## src/rtl/teleop_velocity_profile_shaper_core_assert.svh

```systemverilog
// Assertion macros for the top-level core, which checks its own logic.
`ifndef TELEOP_VELOCITY_PROFILE_SHAPER_CORE_ASSERT_SVH
`define TELEOP_VELOCITY_PROFILE_SHAPER_CORE_ASSERT_SVH

// Condition in this cycle implies a consequence in the same cycle.
`define TVPS_ASSERT_SAME(lbl, ante, cons, msg) \
    lbl: assert property (@(posedge clk) disable iff (!rst_n) (ante) |-> (cons)) \
        else $error(msg);

// Condition in this cycle implies a consequence in the next cycle.
`define TVPS_ASSERT_NEXT(lbl, ante, cons, msg) \
    lbl: assert property (@(posedge clk) disable iff (!rst_n) (ante) |=> (cons)) \
        else $error(msg);

`endif

```

## src/rtl/tvps_pkg.sv

```systemverilog
package tvps_pkg;

    localparam int CURVE_ENTRIES     = 64;
    localparam int DEFAULT_PERIOD_MS = 100;
    localparam int IDX_W             = $clog2(CURVE_ENTRIES);
    localparam int DIVCNT_W          = $clog2(IDX_W + 1);

    localparam logic [63:0] ONE_Q28 = 64'd1 << 28;
    localparam logic [63:0] PI_Q28  = 64'd843314857;

    typedef struct packed {
        logic               operation;
        logic signed [15:0] axis_forward;
        logic signed [15:0] axis_turn;
        logic [9:0]         elapsed_ms;
        logic               front_blocked;
        logic               left_zone_blocked;
        logic               right_zone_blocked;
        logic               near_left;
        logic               near_right;
    } in_item_t;

    typedef struct packed {
        logic signed [15:0] linear_velocity;
        logic signed [15:0] angular_velocity;
        logic               linear_braking;
        logic               turn_braking;
    } out_item_t;

    typedef struct packed {
        logic [15:0] forward_gain;
        logic [15:0] reverse_gain;
        logic [15:0] turn_gain;
        logic [15:0] accel_window_ms;
        logic [15:0] brake_window_ms;
        logic [14:0] deadzone;
        logic [14:0] turn_step;
    } cfg_t;

    typedef enum logic [2:0] {
        REG_FORWARD_GAIN = 3'd0,
        REG_REVERSE_GAIN = 3'd1,
        REG_TURN_GAIN    = 3'd2,
        REG_ACCEL_WINDOW = 3'd3,
        REG_BRAKE_WINDOW = 3'd4,
        REG_DEADZONE     = 3'd5,
        REG_TURN_STEP    = 3'd6
    } reg_idx_t;

    typedef enum logic [3:0] {
        ST_IDLE,
        ST_JOY,
        ST_FILTER,
        ST_DIV,
        ST_MUL_CURVE,
        ST_PROFILE,
        ST_MUL_LIN,
        ST_MUL_ANG,
        ST_OUT
    } state_t;

    typedef enum logic [1:0] {
        MUL_CURVE,
        MUL_LIN,
        MUL_ANG
    } mul_sel_t;

    typedef struct packed {
        logic     capture;
        logic     joy;
        logic     filter;
        logic     div_step;
        mul_sel_t mul_sel;
        logic     prod_load;
        logic     profile;
        logic     lin_load;
        logic     ang_load;
        logic     out_load;
    } cmd_t;

    typedef struct packed {
        logic out_free;
    } status_t;

    typedef logic [CURVE_ENTRIES-1:0][15:0] curve_t;

    // Shift-subtract division, elaboration use only.
    function automatic logic [63:0] udiv64(input logic [63:0] num, input logic [63:0] den);
        logic [63:0] q;
        logic [64:0] r;
        q = '0;
        r = '0;
        for (int b = 63; b >= 0; b--) begin
            r = {r[63:0], num[b]};
            if (r >= {1'b0, den}) begin
                r    = r - {1'b0, den};
                q[b] = 1'b1;
            end
        end
        return q;
    endfunction

    function automatic logic [63:0] exp_q28(input logic [63:0] a);
        logic [63:0] sum;
        logic [63:0] term;
        sum  = ONE_Q28;
        term = ONE_Q28;
        for (int n = 1; n < 40; n++) begin
            if (term != 0) begin
                term = udiv64((term * a) >> 28, 64'(n));
                sum  = sum + term;
            end
        end
        return sum;
    endfunction

    function automatic logic [63:0] cos_q28(input logic [63:0] t);
        logic [63:0]        t2;
        logic [63:0]        term;
        logic signed [63:0] sum;
        t2   = (t * t) >> 28;
        term = ONE_Q28;
        sum  = $signed(ONE_Q28);
        for (int k = 1; k < 20; k++) begin
            if (term != 0) begin
                term = udiv64((term * t2) >> 28, 64'((2 * k - 1) * (2 * k)));
                if ((k % 2) == 1) sum = sum - $signed(term);
                else              sum = sum + $signed(term);
            end
        end
        if (sum < 0) sum = '0;
        if (sum > $signed(ONE_Q28)) sum = $signed(ONE_Q28);
        return 64'(sum);
    endfunction

    function automatic curve_t build_sigmoid();
        curve_t      tbl;
        logic [63:0] d;
        logic [63:0] a;
        logic [63:0] e;
        logic [63:0] den;
        logic [63:0] top;
        for (int i = 0; i < CURVE_ENTRIES; i++) begin
            d   = (2 * i >= CURVE_ENTRIES) ? 64'(2 * i - CURVE_ENTRIES)
                                           : 64'(CURVE_ENTRIES - 2 * i);
            a   = udiv64((64'd5 * d) << 28, 64'(2 * CURVE_ENTRIES));
            e   = exp_q28(a);
            den = ONE_Q28 + e;
            top = (2 * i >= CURVE_ENTRIES) ? e : ONE_Q28;
            tbl[i] = 16'(udiv64((top << 15) + (den >> 1), den));
        end
        return tbl;
    endfunction

    function automatic curve_t build_cosine();
        curve_t      tbl;
        logic [63:0] c;
        logic [63:0] c2;
        for (int i = 0; i < CURVE_ENTRIES; i++) begin
            c  = cos_q28(udiv64(PI_Q28 * 64'(i), 64'(2 * CURVE_ENTRIES)));
            c2 = (c * c) >> 28;
            tbl[i] = 16'(((c2 << 15) + (64'd1 << 27)) >> 28);
        end
        return tbl;
    endfunction

    localparam curve_t SIGMOID_TABLE = build_sigmoid();
    localparam curve_t COSINE_TABLE  = build_cosine();

    function automatic logic signed [15:0] sat16(input logic signed [19:0] v);
        if (v > 20'sd32767)       return 16'sh7fff;
        else if (v < -20'sd32768) return 16'sh8000;
        else                      return v[15:0];
    endfunction

endpackage

```

## src/rtl/tvps_ctrl.sv

```systemverilog
module tvps_ctrl (
    input  logic             clk,
    input  logic             rst_n,
    input  logic             in_valid,
    input  logic             in_is_tick,
    input  tvps_pkg::status_t status,
    output logic             in_stall,
    output tvps_pkg::cmd_t   cmd
);
    import tvps_pkg::*;

    state_t              state_reg, state_next;
    logic [DIVCNT_W-1:0] cnt_reg, cnt_next;

    always_ff @(posedge clk or negedge rst_n)
    begin
        if (!rst_n)
        begin
            state_reg <= ST_IDLE;
            cnt_reg   <= '0;
        end
        else
        begin
            state_reg <= state_next;
            cnt_reg   <= cnt_next;
        end
    end

    always_comb
    begin
        state_next  = state_reg;
        cnt_next    = cnt_reg;
        cmd         = '0;
        cmd.mul_sel = MUL_CURVE;
        in_stall    = (state_reg != ST_IDLE);
        unique case (state_reg)
            ST_IDLE:
            begin
                if (in_valid)
                begin
                    cmd.capture = 1'b1;
                    state_next  = in_is_tick ? ST_FILTER : ST_JOY;
                end
            end
            ST_JOY:
            begin
                cmd.joy    = 1'b1;
                state_next = ST_IDLE;
            end
            ST_FILTER:
            begin
                cmd.filter = 1'b1;
                cnt_next   = '0;
                state_next = ST_DIV;
            end
            ST_DIV:
            begin
                cmd.div_step = 1'b1;
                cnt_next     = cnt_reg + 1'b1;
                if (cnt_reg == DIVCNT_W'(IDX_W - 1)) state_next = ST_MUL_CURVE;
            end
            ST_MUL_CURVE:
            begin
                cmd.mul_sel   = MUL_CURVE;
                cmd.prod_load = 1'b1;
                state_next    = ST_PROFILE;
            end
            ST_PROFILE:
            begin
                cmd.profile = 1'b1;
                state_next  = ST_MUL_LIN;
            end
            ST_MUL_LIN:
            begin
                cmd.mul_sel  = MUL_LIN;
                cmd.lin_load = 1'b1;
                state_next   = ST_MUL_ANG;
            end
            ST_MUL_ANG:
            begin
                cmd.mul_sel  = MUL_ANG;
                cmd.ang_load = 1'b1;
                state_next   = ST_OUT;
            end
            ST_OUT:
            begin
                if (status.out_free)
                begin
                    cmd.out_load = 1'b1;
                    state_next   = ST_IDLE;
                end
            end
            default: state_next = ST_IDLE;
        endcase
    end

endmodule

```

## src/rtl/tvps_dp.sv

```systemverilog
module tvps_dp (
    input  logic                clk,
    input  logic                rst_n,
    input  tvps_pkg::cfg_t      cfg,
    input  tvps_pkg::in_item_t  in_data,
    input  tvps_pkg::cmd_t      cmd,
    input  logic                out_stall,
    output tvps_pkg::status_t   status,
    output logic                out_valid,
    output tvps_pkg::out_item_t out_data
);
    import tvps_pkg::*;

    in_item_t           item_reg;
    logic signed [15:0] held_f_reg, held_t_reg, prev_f_reg, prev_t_reg;
    logic signed [15:0] fprof_reg, tprof_reg, start_reg;
    logic signed [15:0] des_f_reg, des_t_reg;
    logic [16:0]        ramp_reg;
    logic [9:0]         elapsed_reg;
    logic               fbrake_reg, tbrake_reg;
    logic [16:0]        rem_reg;
    logic [15:0]        window_reg;
    logic [IDX_W-1:0]   quot_reg;
    logic signed [18:0] prod_reg;
    logic signed [15:0] lin_reg, ang_reg;
    logic               out_valid_reg;
    out_item_t          out_reg;

    // Joystick axes with deadzone
    logic signed [15:0] neg_turn, joy_f, joy_t;
    logic [16:0]        mag_f, mag_t;

    always_comb
    begin
        neg_turn = (item_reg.axis_turn == 16'sh8000) ? 16'sh7fff : -item_reg.axis_turn;
        mag_f    = item_reg.axis_forward[15] ? 17'(-{item_reg.axis_forward[15],
                                                     item_reg.axis_forward})
                                             : 17'({1'b0, item_reg.axis_forward});
        mag_t    = neg_turn[15] ? 17'(-{neg_turn[15], neg_turn}) : 17'({1'b0, neg_turn});
        joy_f    = (mag_f < 17'(cfg.deadzone)) ? '0 : item_reg.axis_forward;
        joy_t    = (mag_t < 17'(cfg.deadzone)) ? '0 : neg_turn;
    end

    // Tick command filter
    logic signed [15:0] flt_f, flt_t;

    always_comb
    begin
        flt_f = held_f_reg;
        flt_t = held_t_reg;
        if ((prev_f_reg > 0 && flt_f < 0) || (prev_f_reg < 0 && flt_f > 0)) flt_f = '0;
        if ((prev_t_reg > 0 && flt_t < 0) || (prev_t_reg < 0 && flt_t > 0)) flt_t = '0;
        if (flt_t > 0 && (item_reg.near_left || item_reg.left_zone_blocked)) flt_t = '0;
        if (flt_t < 0 && (item_reg.near_right || item_reg.right_zone_blocked)) flt_t = '0;
        if (item_reg.front_blocked && flt_f > 0) flt_f = '0;
    end

    // Index divider step: one quotient bit a cycle
    logic [17:0] rem_dbl;
    logic        q_bit;

    always_comb
    begin
        rem_dbl = {rem_reg, 1'b0};
        q_bit   = (rem_dbl >= 18'(window_reg));
    end

    // Shared Q1.15 multiplier, rounding half away from zero
    logic signed [17:0] mul_v;
    logic [15:0]        mul_g;
    logic [16:0]        mul_mag;
    logic [32:0]        mul_raw;
    logic [17:0]        mul_rnd;
    logic signed [18:0] mul_res;

    always_comb
    begin
        unique case (cmd.mul_sel)
            MUL_CURVE:
            begin
                if (fbrake_reg)
                begin
                    mul_v = 18'(start_reg);
                    mul_g = COSINE_TABLE[quot_reg];
                end
                else
                begin
                    mul_v = 18'(des_f_reg) - 18'(start_reg);
                    mul_g = SIGMOID_TABLE[quot_reg];
                end
            end
            MUL_LIN:
            begin
                mul_v = 18'(fprof_reg);
                mul_g = fprof_reg[15] ? cfg.reverse_gain : cfg.forward_gain;
            end
            MUL_ANG:
            begin
                mul_v = 18'(tprof_reg);
                mul_g = cfg.turn_gain;
            end
            default:
            begin
                mul_v = '0;
                mul_g = '0;
            end
        endcase
        mul_mag = mul_v[17] ? 17'(-mul_v) : mul_v[16:0];
        mul_raw = 33'(mul_mag) * 33'(mul_g) + 33'd16384;
        mul_rnd = mul_raw[32:15];
        mul_res = mul_v[17] ? -$signed({1'b0, mul_rnd}) : $signed({1'b0, mul_rnd});
    end

    // Profile update
    logic signed [15:0] fp_n, tp_n, start_n;
    logic [16:0]        ramp_n;
    logic               fb_n, tb_n;
    logic signed [16:0] step_s;
    logic [16:0]        tmag;
    logic signed [17:0] tdelta;
    logic [17:0]        dmag;

    always_comb
    begin
        fp_n    = fprof_reg;
        start_n = start_reg;
        ramp_n  = ramp_reg;
        fb_n    = fbrake_reg;
        tp_n    = tprof_reg;
        tb_n    = tbrake_reg;
        step_s  = $signed({2'b00, cfg.turn_step});
        tmag    = tprof_reg[15] ? 17'(-{tprof_reg[15], tprof_reg}) : 17'({1'b0, tprof_reg});
        tdelta  = 18'(des_t_reg) - 18'(tprof_reg);
        dmag    = tdelta[17] ? 18'(-tdelta) : 18'(tdelta);

        if (fbrake_reg)
        begin
            if (ramp_reg < 17'(cfg.brake_window_ms))
            begin
                fp_n   = sat16(20'(prod_reg));
                ramp_n = ramp_reg + 17'(elapsed_reg);
            end
            else
            begin
                fp_n    = '0;
                fb_n    = 1'b0;
                ramp_n  = '0;
                start_n = '0;
            end
        end
        else if (des_f_reg != fprof_reg)
        begin
            if (ramp_reg < 17'(cfg.accel_window_ms))
            begin
                fp_n   = sat16(20'(start_reg) + 20'(prod_reg));
                ramp_n = ramp_reg + 17'(elapsed_reg);
            end
            else
            begin
                fp_n    = des_f_reg;
                ramp_n  = '0;
                start_n = des_f_reg;
            end
        end
        else
        begin
            ramp_n  = '0;
            start_n = fprof_reg;
        end

        if (des_f_reg == 0 && fp_n != 0 && !fb_n)
        begin
            fb_n    = 1'b1;
            start_n = fp_n;
            ramp_n  = '0;
        end
        else if (des_f_reg != 0 && fb_n)
        begin
            fb_n    = 1'b0;
            start_n = fp_n;
            ramp_n  = '0;
        end

        if (tbrake_reg)
        begin
            if (tmag > 17'(cfg.turn_step))
                tp_n = (tprof_reg > 0) ? 16'(17'(tprof_reg) - step_s)
                                       : 16'(17'(tprof_reg) + step_s);
            else
            begin
                tp_n = '0;
                tb_n = 1'b0;
            end
        end
        else if (des_t_reg != tprof_reg)
        begin
            if (dmag > 18'(cfg.turn_step))
                tp_n = tdelta[17] ? 16'(17'(tprof_reg) - step_s)
                                  : 16'(17'(tprof_reg) + step_s);
            else
                tp_n = des_t_reg;
        end

        if (des_t_reg == 0 && tp_n != 0 && !tb_n) tb_n = 1'b1;
        else if (des_t_reg != 0 && tb_n)          tb_n = 1'b0;
    end

    always_ff @(posedge clk or negedge rst_n)
    begin
        if (!rst_n)
        begin
            held_f_reg    <= '0;
            held_t_reg    <= '0;
            prev_f_reg    <= '0;
            prev_t_reg    <= '0;
            fprof_reg     <= '0;
            tprof_reg     <= '0;
            start_reg     <= '0;
            ramp_reg      <= '0;
            fbrake_reg    <= 1'b0;
            tbrake_reg    <= 1'b0;
            out_valid_reg <= 1'b0;
        end
        else
        begin
            if (cmd.joy)
            begin
                held_f_reg <= joy_f;
                held_t_reg <= joy_t;
            end
            if (cmd.filter)
            begin
                held_f_reg <= flt_f;
                held_t_reg <= flt_t;
                prev_f_reg <= flt_f;
                prev_t_reg <= flt_t;
            end
            if (cmd.profile)
            begin
                fprof_reg  <= fp_n;
                tprof_reg  <= tp_n;
                start_reg  <= start_n;
                ramp_reg   <= ramp_n;
                fbrake_reg <= fb_n;
                tbrake_reg <= tb_n;
            end
            if (cmd.out_load)                   out_valid_reg <= 1'b1;
            else if (out_valid_reg && !out_stall) out_valid_reg <= 1'b0;
        end
    end

    always_ff @(posedge clk)
    begin
        if (cmd.capture) item_reg <= in_data;
        if (cmd.filter)
        begin
            des_f_reg   <= flt_f;
            des_t_reg   <= flt_t;
            elapsed_reg <= (item_reg.elapsed_ms == '0) ? 10'(DEFAULT_PERIOD_MS)
                                                       : item_reg.elapsed_ms;
            rem_reg     <= ramp_reg;
            window_reg  <= fbrake_reg ? cfg.brake_window_ms : cfg.accel_window_ms;
            quot_reg    <= '0;
        end
        if (cmd.div_step)
        begin
            rem_reg  <= q_bit ? 17'(rem_dbl - 18'(window_reg)) : rem_dbl[16:0];
            quot_reg <= {quot_reg[IDX_W-2:0], q_bit};
        end
        if (cmd.prod_load) prod_reg <= mul_res;
        if (cmd.lin_load)  lin_reg  <= sat16(20'(mul_res));
        if (cmd.ang_load)  ang_reg  <= sat16(20'(mul_res));
        if (cmd.out_load)
        begin
            out_reg.linear_velocity  <= lin_reg;
            out_reg.angular_velocity <= ang_reg;
            out_reg.linear_braking   <= fbrake_reg;
            out_reg.turn_braking     <= tbrake_reg;
        end
    end

    assign status.out_free = !out_valid_reg || !out_stall;
    assign out_valid       = out_valid_reg;
    assign out_data        = out_reg;

endmodule

```

## src/rtl/teleop_velocity_profile_shaper_core.sv

```systemverilog
// Velocity profile shaper for a teleoperated base. Joystick beats (operation 0)
// store the deadzoned forward axis and the negated turn axis and give no result;
// each stalls the input through its store state.
// Tick beats (operation 1) filter the held commands against sign reversal and
// blocked zones, advance the forward profile along a sigmoid acceleration or
// cosine braking curve, slew the turn profile by turn_step, and give one result
// beat with the gain-scaled velocities. After a tick is accepted, one state
// filters the commands, a bit-serial divider forms the curve index (one bit
// per cycle for a 64-entry curve), and then come three passes through one
// shared 17x16 multiplier, the profile update and the output load. One beat
// is in work at a time; a new beat is taken while a finished result still
// waits in the output register, and a tick that finishes while that result
// is still stalled holds until it leaves. Configuration registers sit on the
// APB port at byte address 4*index and should be written only while the
// block is idle.
module teleop_velocity_profile_shaper_core (
    input  logic                clk,
    input  logic                rst_n,
    input  logic                psel,
    input  logic                penable,
    input  logic                pwrite,
    input  logic [4:0]          paddr,
    input  logic [31:0]         pwdata,
    output logic [31:0]         prdata,
    output logic                pready,
    input  logic                in_valid,
    output logic                in_stall,
    input  tvps_pkg::in_item_t  in_data,
    output logic                out_valid,
    input  logic                out_stall,
    output tvps_pkg::out_item_t out_data
);
    import tvps_pkg::*;

`include "teleop_velocity_profile_shaper_core_assert.svh"

    cfg_t     cfg_reg;
    cmd_t     cmd;
    status_t  status;
    reg_idx_t widx;
    logic     wr_en;

    assign pready = 1'b1;
    assign wr_en  = psel && penable && pwrite;
    assign widx   = reg_idx_t'(paddr[4:2]);

    // Register file: write on the access phase, ignore indexes past the list
    always_ff @(posedge clk or negedge rst_n)
    begin
        if (!rst_n)
        begin
            cfg_reg.forward_gain    <= 16'd32768;
            cfg_reg.reverse_gain    <= 16'd13107;
            cfg_reg.turn_gain       <= 16'd9830;
            cfg_reg.accel_window_ms <= 16'd3000;
            cfg_reg.brake_window_ms <= 16'd1000;
            cfg_reg.deadzone        <= 15'd1638;
            cfg_reg.turn_step       <= 15'd3277;
        end
        else if (wr_en)
        begin
            unique case (widx)
                REG_FORWARD_GAIN: cfg_reg.forward_gain    <= pwdata[15:0];
                REG_REVERSE_GAIN: cfg_reg.reverse_gain    <= pwdata[15:0];
                REG_TURN_GAIN:    cfg_reg.turn_gain       <= pwdata[15:0];
                REG_ACCEL_WINDOW: cfg_reg.accel_window_ms <= pwdata[15:0];
                REG_BRAKE_WINDOW: cfg_reg.brake_window_ms <= pwdata[15:0];
                REG_DEADZONE:     cfg_reg.deadzone        <= pwdata[14:0];
                REG_TURN_STEP:    cfg_reg.turn_step       <= pwdata[14:0];
                default: ;
            endcase
        end
    end

    // Read back: unlisted addresses read as zero
    always_comb
    begin
        unique case (widx)
            REG_FORWARD_GAIN: prdata = 32'(cfg_reg.forward_gain);
            REG_REVERSE_GAIN: prdata = 32'(cfg_reg.reverse_gain);
            REG_TURN_GAIN:    prdata = 32'(cfg_reg.turn_gain);
            REG_ACCEL_WINDOW: prdata = 32'(cfg_reg.accel_window_ms);
            REG_BRAKE_WINDOW: prdata = 32'(cfg_reg.brake_window_ms);
            REG_DEADZONE:     prdata = 32'(cfg_reg.deadzone);
            REG_TURN_STEP:    prdata = 32'(cfg_reg.turn_step);
            default:          prdata = '0;
        endcase
    end

    tvps_ctrl u_ctrl (
        .clk        (clk),
        .rst_n      (rst_n),
        .in_valid   (in_valid),
        .in_is_tick (in_data.operation),
        .status     (status),
        .in_stall   (in_stall),
        .cmd        (cmd)
    );

    tvps_dp u_dp (
        .clk       (clk),
        .rst_n     (rst_n),
        .cfg       (cfg_reg),
        .in_data   (in_data),
        .cmd       (cmd),
        .out_stall (out_stall),
        .status    (status),
        .out_valid (out_valid),
        .out_data  (out_data)
    );

    // A taken beat keeps the input stalled while it is worked on
    `TVPS_ASSERT_NEXT(a_busy_after_accept, in_valid && !in_stall, in_stall, "not busy")
    // Loading a result always shows it next cycle
    `TVPS_ASSERT_NEXT(a_out_after_load, cmd.out_load, out_valid, "result load lost")
    // Never overwrite a result that is still stalled
    `TVPS_ASSERT_SAME(a_no_overwrite, cmd.out_load, !(out_valid && out_stall), "result overwritten")

endmodule
```

## config.mk

```make
export PLATFORM = sky130hd
export DESIGN_NAME = teleop_velocity_profile_shaper_core
export DESIGN_NICKNAME = d
export VERILOG_FILES = /design/src/rtl/tvps_pkg.sv /design/src/rtl/tvps_ctrl.sv /design/src/rtl/tvps_dp.sv /design/src/rtl/teleop_velocity_profile_shaper_core.sv
export VERILOG_INCLUDE_DIRS = /design/src /design/src/rtl
export SDC_FILE = /design/constraint.sdc
export NUM_CORES = 2
export LEC_CHECK = 0
export ABC_AREA = 0
export ABC_CLOCK_PERIOD_IN_PS = 15100
export BUFFER_PORTS_ARGS = -buffer_cell sky130_fd_sc_hd__buf_2
export CAP_MARGIN = 20
export CELL_PAD_IN_SITES_DETAIL_PLACEMENT = 0
export CELL_PAD_IN_SITES_GLOBAL_PLACEMENT = 1
export CORE_MARGIN = 3
export CORE_UTILIZATION = 29
export CTS_CLUSTER_SIZE = 10
export DETAILED_ROUTE_END_ITERATION = 10
export PLACE_DENSITY_LB_ADDON = 0.05
export SLEW_MARGIN = 20
export SYNTH_ARGS = -nofsm -noshare
export SYNTH_HDL_FRONTEND = slang
export SYNTH_SLANG_ARGS = --single-unit
```

## constraint.sdc

```tcl
create_clock -name clk -period 15.1 [get_ports clk]
set_input_delay 2.265 -clock clk [delete_from_list [all_inputs] [get_ports clk]]
set_output_delay 2.265 -clock clk [all_outputs]
set_load 0.005 [all_outputs]
```

==> flow_metrics.env <==
export IMPL_cts_made_buffers=68
export IMPL_antenna_found_initial=7
export IMPL_ant_nets=0
export IMPL_worst_r2r_setup_slack_ns=2.62
export IMPL_dp_hpwl_um=130000
export IMPL_setup_viol=0
export IMPL_yosysTopAreaCell="edfxtp_1"
export IMPL_clock_fmax_mhz=80.1
export IMPL_hold_viol=0
export IMPL_outcome="completed"
export IMPL_cts_tree="built"
export IMPL_nFillCells=15620
export IMPL_holdCritStartpoint="u_dp.ang_reg[9]$_DFFE_PP_"
export IMPL_drive_gt1_share_pct=12.1
export IMPL_grt_max_degree=136
export IMPL_crit_path_max_incr_delay_ns=0.65
export IMPL_coreArea_mm2=0.148
export IMPL_dr_pass1_iters=5
export IMPL_synth_top_flop_cell="edfxtp_1"
export IMPL_startpoint_type="flip-flop"
export IMPL_slew_headroom_pct=24.5
export IMPL_grt_usage_pct=21.7
export IMPL_fin_setup_tns_ns=0
export IMPL_synthCells=4791
export IMPL_routabilityCongestion=0.855
export IMPL_dieArea_mm2=0.154
export IMPL_cts_buffer_depth=3
export IMPL_cp_end_kind="flip-flop"
export IMPL_syn_to_final_growth_pct=12.2
export IMPL_async_reset_ff_share_pct=50.5
export IMPL_regToRegStartpoint="u_dp.des_f_reg[0]$_DFFE_PP_"
export IMPL_period_share_pct=82.6
export IMPL_viasPerCell=5.20
export IMPL_fin_nets=5493
export IMPL_drcViolationCount=0
export IMPL_cp_max_fo=16
export IMPL_syn_area_per_cell_um2=9.04
export IMPL_worstHoldEndpoint="u_dp.out_data[11]$_DFFE_PP_"
export IMPL_clk_pin_slew_worst_paths_ns=0.06
export IMPL_yosysSeqAreaShare_pct=30.7
export IMPL_required_ns=15.45
export IMPL_synth_top_area_share_pct=14.8
export IMPL_synth_area_top_cells="edfxtp_1 (15%), dfrtp_1 (12%), fa_1 (9.9%)"
export IMPL_final_common_cell="nand2_1"
export IMPL_clockRootBuffer="clkbuf_16"
export IMPL_holdBufCountCts=0
export IMPL_cts_htree_levels=3
export IMPL_finalCriticalPeriod_ns=12.48
export IMPL_cap_violations=0
export IMPL_worstPathArrival_ns=12.83
export IMPL_syn_cell_area_mm2=0.0433
export IMPL_synth_seq_cells=493
export IMPL_hold_depth=0
export IMPL_clk_latency_ns=0.69
export IMPL_num_vias=35532
export IMPL_io_pins=161
export IMPL_rr_worst_depth=40
export IMPL_drt_wl_total_um=167000
export IMPL_grt_pass1_vias=36153
export IMPL_r2r_end="u_dp.ang_reg[1]$_DFFE_PP_"
export IMPL_numClockSinks=493
export IMPL_fin_skew_ns=0.0480
export IMPL_row_count=141
export IMPL_cts_repair_resized=0
export IMPL_hp_class="flip-flop to flip-flop"
export IMPL_maxSlewViolCount=0
export IMPL_crit_top_cell="fa_1"
export IMPL_initial_utilization_pct=29.3
export IMPL_ys_warn_count=0
export IMPL_layout_common_cells="nand2_1 (469), inv_1 (461), nor2_1 (433)"
export IMPL_dieHeight_um=393
export IMPL_portBuffers=125
export IMPL_drt_iter0_markers=2316
export IMPL_rsz0062_at_grt="false"
export IMPL_gr_total_overflow=0
export IMPL_ys_types=122
export IMPL_cts_setup_buffers=0
export IMPL_synth_enable_flop_cells=213
export IMPL_tightest_slew_ns=1.13
export IMPL_fp_dieW_um=393
export IMPL_routedWlPerCell_um=24.5
export IMPL_cpMaxStageDelayCell="o31ai_4"
export IMPL_largest_reg_flops=110
export IMPL_grt_pass1_wl_um=249000
export IMPL_utilization_pct=32.8
export IMPL_path_class="flip-flop to flip-flop"
-- routing by layer --
metal,vias to the layer above,global-route usage (%),wire (µm)
met5,-,0,10
met4,2,4.18,2900
met3,156,2.17,6550
met2,714,34.6,75500
met1,17629,31.8,82300
li1,17031,-,-
-- critical path, delay by kind of cell (launching register included) --
| family | cells | cell delay, ns |
|---|---|---|
| buf+inv | 7 | 0.60 |
| fa+ha+maj | 9 | 4.13 |
| xor+xnor | 3 | 0.57 |
| simple gates | 11 | 3.62 |
| flops | 1 | 0.48 |
| compound gates | 10 | 2.75 |
-- metrics by stage --
step	instances	cell area (µm²)	setup slack, ns	hold slack, ns
after floorplan	4807	43400	4.60	0.400
after global placement	6710	46300	2.54	0.403
after detailed placement	6711	46300	2.54	0.405
after CTS	6833	48600	2.54	0.395
after global routing	6833	48600	1.86	0.403
final	6838	48600	2.62	0.396
-- worst max path at each step --
stage / startpoint / endpoint / cells after the start
after floorplan: u_dp.des_f_reg[0]$_DFFE_PP_ / u_dp.ang_reg[9]$_DFFE_PP_ / 44
after global placement: u_dp.des_f_reg[0]$_DFFE_PP_ / u_dp.lin_reg[1]$_DFFE_PP_ / 39
after detailed placement: u_dp.des_f_reg[0]$_DFFE_PP_ / u_dp.ang_reg[1]$_DFFE_PP_ / 40
after CTS: u_dp.des_f_reg[0]$_DFFE_PP_ / u_dp.ang_reg[1]$_DFFE_PP_ / 40
after global routing: u_dp.des_f_reg[0]$_DFFE_PP_ / u_dp.ang_reg[1]$_DFFE_PP_ / 41
final: u_dp.des_f_reg[0]$_DFFE_PP_ / u_dp.ang_reg[1]$_DFFE_PP_ / 40
-- area by class of cell --
cell class | count | area, µm² | area share [%]
multi-input cells | 3603 | 27500 | 56.6
flip-flops and latches | 493 | 13300 | 27.4
well taps | 1930 | 2410 | 4.97
clock buffers | 94 | 1870 | 3.85
inverters | 467 | 1760 | 3.62
repair buffers | 218 | 1350 | 2.77
clock inverters | 28 | 409 | 0.842
diodes | 5 | 12.5 | 0.0257
-- Yosys cell counts, drive strengths merged, types with 22 or more instances --
cell	count
o211ai	38
a31oi	44
edfxtp	213
mux2	107
nor2	437
nor4	42
nor2b	33
nor3	104
nand4	41
or3	48
o21ai	348
nand2	472
a221oi	25
fa	215
a211oi	46
o31ai	43
a21o	70
dfrtp	207
nand3	68
nand2b	61
o21a	40
ha	335
xor2	55
buf	48
a21oi	256
and2	48
o21bai	22
dfxtp	31
inv	464
dfstp	42
clkbuf	196
mux2i	78
o22ai	29
xnor2	148
-- kinds of logic (layout without fill, tap and decap cells) --
family                   after synthesis  count (layout)  synth area share, %
AND/OR/NAND/NOR                     1455            1455                 15.8
adder cells (fa/ha/maj)              550             550                 19.6
AO/OA/AOI/OAI                       1186            1186                 18.3
XOR/XNOR                             203             203                 4.19
flip-flops                           493             493                 30.7
multiplexers                         191             191                 4.89
buffers and inverters                711             807                 6.46
other                                  2              23               0.0173
Power is left out: the tool's default activity adds up to more than one toggle a clock period on the data nets, which glitch-free logic cannot reach.
